### src/mgr_pkg.sv
// package: shared types, constants and the binary32 round-and-pack function
package mgr_pkg;

    localparam logic [31:0] CANON_NAN = 32'h7FC0_0000;
    localparam logic [31:0] FP_ONE = 32'h3F80_0000;
    localparam logic [31:0] FP_NEG_ONE = 32'hBF80_0000;
    localparam int LATENCY = 5;

    typedef enum logic [1:0] {
        FLAG_FULL = 2'd0,
        FLAG_UNIT_DIAG = 2'd1,
        FLAG_UNIT_ANTI = 2'd2,
        FLAG_IDENT = 2'd3
    } t_flag;

    typedef enum logic [2:0] {
        REG_FLAG = 3'd0,
        REG_H11 = 3'd1,
        REG_H21 = 3'd2,
        REG_H12 = 3'd3,
        REG_H22 = 3'd4
    } t_reg_idx;

    typedef enum logic [1:0] {
        SP_FIN = 2'd0,
        SP_INF = 2'd1,
        SP_NAN = 2'd2
    } t_spec;

    // round to nearest even and pack; exponent is at least one
    function automatic logic [31:0] f_pack(input logic sgn, input logic signed [10:0] e,
                                           input logic [23:0] m, input logic g,
                                           input logic st);
        logic [24:0] mr;
        logic signed [10:0] ef;
        logic inc;
        inc = g & (st | m[0]);
        mr = {1'b0, m} + {24'd0, inc};
        ef = e;
        if (mr[24]) begin
            mr = mr >> 1;
            ef = e + 11'sd1;
        end
        if (ef >= 11'sd255) begin
            f_pack = {sgn, 8'hFF, 23'd0};
        end else begin
            f_pack = {sgn, mr[23] ? ef[7:0] : 8'd0, mr[22:0]};
        end
    endfunction

endpackage

### src/mgr_fmul.sv
// binary32 multiplier, three register stages
module mgr_fmul import mgr_pkg::*; (
    input  logic        i_clk,
    input  logic        i_en,
    input  logic [31:0] i_a,
    input  logic [31:0] i_b,
    output logic [31:0] o_p
);

    logic [47:0] r1_p;
    logic [8:0]  r1_e;
    logic        r1_s;
    t_spec       r1_sp;

    logic [47:0]        r2_p;
    logic signed [10:0] r2_e;
    logic signed [10:0] r2_sh;
    logic               r2_s;
    t_spec              r2_sp;

    logic [31:0] r3_p;

    logic [7:0]  ea, eb;
    logic [23:0] ma, mb;
    logic        na, nb, ia, ib, za, zb;
    t_spec       n_sp;

    always_comb begin
        ea = (i_a[30:23] == 8'd0) ? 8'd1 : i_a[30:23];
        eb = (i_b[30:23] == 8'd0) ? 8'd1 : i_b[30:23];
        ma = {|i_a[30:23], i_a[22:0]};
        mb = {|i_b[30:23], i_b[22:0]};
        na = (&i_a[30:23]) & (|i_a[22:0]);
        nb = (&i_b[30:23]) & (|i_b[22:0]);
        ia = (&i_a[30:23]) & ~(|i_a[22:0]);
        ib = (&i_b[30:23]) & ~(|i_b[22:0]);
        za = ~(|i_a[30:0]);
        zb = ~(|i_b[30:0]);
        if (na | nb | (ia & zb) | (za & ib)) begin
            n_sp = SP_NAN;
        end else if (ia | ib) begin
            n_sp = SP_INF;
        end else begin
            n_sp = SP_FIN;
        end
    end

    always_ff @(posedge i_clk) begin
        if (i_en) begin
            r1_p <= ma * mb;
            r1_e <= {1'b0, ea} + {1'b0, eb};
            r1_s <= i_a[31] ^ i_b[31];
            r1_sp <= n_sp;
        end
    end

    // leading one and exponent
    logic [5:0]         lo;
    logic signed [10:0] ev, shv;

    always_comb begin
        lo = 6'd0;
        for (int i = 0; i < 48; i++) begin
            if (r1_p[i]) lo = 6'(i);
        end
        ev = $signed({2'b00, r1_e}) + $signed({5'd0, lo}) - 11'sd173;
        shv = $signed({5'd0, lo}) - 11'sd23 + ((ev < 11'sd1) ? (11'sd1 - ev) : 11'sd0);
    end

    always_ff @(posedge i_clk) begin
        if (i_en) begin
            r2_p <= r1_p;
            r2_e <= (ev < 11'sd1) ? 11'sd1 : ev;
            r2_sh <= shv;
            r2_s <= r1_s;
            r2_sp <= r1_sp;
        end
    end

    // align, round, pack
    logic [72:0] pext, tsh;
    logic [6:0]  rs;
    logic [4:0]  lsh;
    logic [23:0] m;
    logic        g, st;
    logic [31:0] n_p;

    always_comb begin
        pext = {r2_p, 25'd0};
        rs = (r2_sh > 11'sd73) ? 7'd73 : 7'(r2_sh);
        lsh = 5'(-r2_sh);
        tsh = pext >> rs;
        if (r2_sh < 11'sd0) begin
            m = 24'(r2_p << lsh);
            g = 1'b0;
            st = 1'b0;
        end else begin
            m = tsh[48:25];
            g = tsh[24];
            st = (|tsh[23:0]) | (|(pext & ~({73{1'b1}} << rs)));
        end
        case (r2_sp)
            SP_NAN: n_p = CANON_NAN;
            SP_INF: n_p = {r2_s, 8'hFF, 23'd0};
            default: begin
                if (r2_p == 48'd0) begin
                    n_p = {r2_s, 31'd0};
                end else begin
                    n_p = f_pack(r2_s, r2_e, m, g, st);
                end
            end
        endcase
    end

    always_ff @(posedge i_clk) begin
        if (i_en) begin
            r3_p <= n_p;
        end
    end

    assign o_p = r3_p;

endmodule

### config.mk
export PLATFORM = sky130hd
export DESIGN_NAME = mgr_fmul
export DESIGN_NICKNAME = d
export VERILOG_FILES = /design/src/mgr_pkg.sv /design/src/mgr_fmul.sv
export SDC_FILE = /design/constraint.sdc
export NUM_CORES = 2
export LEC_CHECK = 0
export ABC_AREA = 1
export ABC_CLOCK_PERIOD_IN_PS = 10550
export BUFFER_PORTS_ARGS = -buffer_cell sky130_fd_sc_hd__buf_4
export CAP_MARGIN = 40
export CORE_ASPECT_RATIO = 1.25
export CORE_MARGIN = 4
export CORE_UTILIZATION = 50
export DETAILED_ROUTE_END_ITERATION = 8
export PLACE_DENSITY = 0.77
export SLEW_MARGIN = 20
export SYNTH_ARGS = -nofsm -noshare
export SYNTH_HDL_FRONTEND = slang
export SYNTH_SLANG_ARGS = --single-unit
### constraint.sdc
create_clock -name i_clk -period 10.55 [get_ports i_clk]
set_input_delay 1.5825 -clock i_clk [delete_from_list [all_inputs] [get_ports i_clk]]
set_output_delay 1.5825 -clock i_clk [all_outputs]
set_load 0.02 [all_outputs]
# Word level (Yosys, flattened, before mapping)
# Index checks and enable logic that the tools add are counted.
# op_classes
magnitude_cmp	4
bitwise_logic	20
mul	1
n_addsub	9
n_reduce_logical	14
muxes	65
eq_ne	2
n_shift	3
# op_table
cell	n
two-way mux 6 bit	46
two-way mux 24 bit	4
AND 73 bit	1
NOT 73 bit	1
OR reduction 73 bit	1
<< shifter 73 x 7 -> 73 bit, first input constant	1
right shift 73 x 7 -> 49 bit	1
case mux 32 bit (2 select lines)	1
two-way mux 31 bit	2
OR reduction 31 bit	2
logical NOT 48 bit	1
multiplier 24 x 24 -> 48 bit	1
<< shifter 48 x 5 -> 24 bit	1
OR reduction 23 bit	2
two-way mux 11 bit	4
adder 24 x 1 -> 25 bit	1
two-way mux 8 bit	3
OR reduction 24 bit	1
logical NOT 8 bit	2
AND reduction 8 bit	2
OR reduction 8 bit	2
adder 11 x 2 -> 11 bit, second input constant	1
adder 7 x 11 -> 11 bit	1
>= comparator 11 x 9 -> 1 bit, second input constant	1
18 further kinds	35
# word_totals
out_inout_bits	32
wordCells	128
inputBits	66
reg_bits	165

# Logic depth before layout (Yosys ltp)
# depth
ltp_word	52
ltp_mapped	81
depth_no_buf	81

# Least setup slack after synthesis
# Ideal clock, no wire load.
# synth_path
path_kind	input to register
start	in i_a[13]
end	reg r1_p[46] (data pin)
arrival_time_ns	8.512
cell_stages	29
path_buffers	2
required_ns	10.285
setup_time_ns	0.265
path_slack_ns	1.773
path_cell_list	clkbuf_1 clkbuf_1 nand2_1 fa_1 inv_1 fa_1 fa_1 inv_1 fa_1 fa_1 inv_1 fa_1 fa_1 ha_1 nand2_1 nor2_1 a211oi_1 a21boi_0 o21ai_0 a21boi_0 o22ai_1 o21ai_0 nand3_1 nand2_1 a21oi_1 o311ai_0 nand4_1 o21ai_0 xor2_1
# synth_via
elab_chain_cells	1
# synth_lines
element	line_no	text
start: declaration	mgr_fmul.sv:5	input logic [31:0] i_a,
multiplier 24 x 24 -> 48 bit	mgr_fmul.sv:50	r1_p <= ma * mb;
end signal: assignment	mgr_fmul.sv:50	
end: declaration	mgr_fmul.sv:10	logic [47:0] r1_p;
# No other way between the ends.
# A chain may end at the register's enable or synchronous reset.

# Worst setup path after layout
# layout_path
start	in i_a[10]
end	reg r1_p[46] (data pin)
# Same word-level chain as after synthesis.

==> impl_metrics.ini <==
[global_route]
grt_pass1_wl_um = 149000
use_met1 = 0.315
grt_antenna_before_repair = 1
grt_usage = 0.273
met3_usage = 0.0371
grt_util_met2 = 0.480
grt.overflow.total = 0
grt_pass1_vias = 28300
grt_max_degree = 95
busiest_layer = met2

[placement]
place_worst_setup_slack_ns = 1.30
port_buffers = 97
place_congestion = 0.996
place_area_um2 = 33300
dp_hpwl_um = 74900

[detailed_routing]
avgRoutedWirePerCell_um = 18.4
ant_nets = 0
wirelength_um = 93600
drc = 0
first_pass_iters = 6
dr_total_vias = 27500
drt-initial-drc-count = 2035
avgViaCountPerCell = 5.39

[critical_path]
worstSetupPathType = in2reg
r2r_cells = 77
end_kind = flop
startpoint_type = input port
crit_arrival_ns = 9.03
worstPathRequired_ns = 10.76
reg2reg_to = r2_sh[10]
cp_common_cell = fa_1
cpPeakStageDelay_ns = 0.55
slowest_stage = fa_1
cp_max_fo = 25
r2r_slack_ns = 2.49
r2r_start = r1_p[2]

[clocking]
path_clk_slew_ns = 0.07
cts_setup_buffers = 0
clockRootBuffer = clkbuf_16
htreeDepth = 4
cts_tree = yes
cts_resized = 0
numCtsBuffers = 17
clk_latency_ns = 0.46
holdBufCountCts = 0
clockBufferDepth = 2
cts_num_sinks = 165

[die]
coreArea_um2 = 64300
die_area_um2 = 68900
dieWidth_um = 236
start_util = 0.503
fp-row-count = 104
io_pins = 98
die_h_um = 292

[min_path]
hold_path_class = reg2reg
hold_path.startpoint = r1_s
min_to = r2_s
hold_path_depth = 0

[yosys]
synth-edff-count = 165
ys_warn_count = 0
syn_area_per_cell_um2 = 7.48
ys_async_sr_fraction = 0
yosysTopAreaCellShare = 0.300
synth_nets = 5089
syn_inst = 4325
synthFlopType = edfxtp_1
yosysSeqAreaShare = 0.153
ys_types = 59
syn_area_um2 = 32400
ys_ff_latch = 165
synth.area.top_cells = fa_1, edfxtp_1, nand2_1
synth_top_area_cell = fa_1

[timing]
period_share = 0.836
setup-violations-final = 0
skew_ns = 0.0105
rsz0062_at_grt = false
slew_headroom = 0.435
final_max_slew_viol_count = 0
hold_violations = 0
min_period_ns = 8.82
layout_setup_ws_ns = 1.73
worstMarginPinSlew_ns = 0.842
tns_ns = 0
max_freq_mhz = 113

[status]
status = finished, final reports clean

[layout]
final_common_cell = nand2_1
final_cell_area_um2 = 34000
drive_gt1_frac = 0.0460
final_cell_mix = nand2_1, inv_1, fa_1
area_growth_pct = 5.02
final_nets = 4994

[flow_run]
maxCapViolCount = 0
how the worst max path moves through the flow:
| stage | startpoint | end | slack (ns) | cells after the start |
|---|---|---|---|---|
| 2_1_floorplan | i_a[13] | r1_p[46] | 1.77 | 29 |
| 3_3_place_gp | i_a[10] | r1_p[46] | 1.42 | 33 |
| 3_5_place_dp | i_a[10] | r1_p[46] | 1.30 | 33 |
| 4_1_cts | i_a[10] | r1_p[46] | 1.79 | 33 |
| 5_1_grt | i_a[10] | r1_p[46] | 1.21 | 33 |
| 6_report | i_a[10] | r1_p[46] | 1.73 | 33 |
registers in the layout, summed over array words and instances, names as in the netlist:
name,cells
r1_p,48
r2_e,11
r2_sh,11
r1_s,1
o_p,32
r2_p,48
r1_e,9
r2_s,1
r2_sp,2
r1_sp,2
synthesized netlist by cell type (8+ instances only):
cell,count
o211ai_1,33
nor2_2,10
inv_1,977
a31oi_1,11
xor2_1,59
a21oi_1,107
nand2_1,1212
inv_2,9
nor2_1,190
nor3_1,22
a211oi_1,8
or2_2,11
xnor2_1,25
o21ai_0,156
buf_2,17
nand4_1,25
mux2i_1,18
nand3_1,131
ha_1,213
edfxtp_1,165
clkbuf_1,197
nor4_1,43
fa_1,485
o21ai_1,106
cell type report:
type                       instances  area, µm²
fill                            6204      30300
clock buffer                      17        425
tap                              848       1060
clock inverter                    15        160
timing repair buffer             119        947
inverter                         990       3720
sequential                       165       4950
antenna                            1       2.50
multi-input combinational       2937      22700
through the flow:
stage	hold WS, ns	utilization	instances
finish	0.422	0.529	5092
global route	0.432	0.529	5092
CTS	0.424	0.528	5089
detailed placement	0.405	0.519	5057
global placement	0.400	0.518	5054
floorplan	0.400	-	4325
layer usage:
metal,part of all wire,up-vias
met5,0,-
met4,0.074,0
met3,0.064,342
met2,0.50,1141
met1,0.37,13100
li1,-,12900
cells by family after synthesis:
family,count (synthesis),synth area share
multiplexers,18,0.00557
AND/OR/NAND/NOR,1664,0.209
flip-flops,165,0.153
XOR/XNOR,84,0.0227
buffers and inverters,1223,0.145
AO/OA/AOI/OAI,472,0.0819
other,1,0.000116
adder cells (fa/ha/maj),698,0.382
worst max-delay path, delay by kind of cell:
kind | cells | cell delay, ns
fa+ha+maj | 8 | 3.55
compound gates | 9 | 2.17
simple gates | 8 | 0.97
buf+inv | 7 | 0.66
xor+xnor | 1 | 0.08
Power is not shown: default switching activity piles up to over one toggle a cycle in this logic, so the estimate is an artifact.
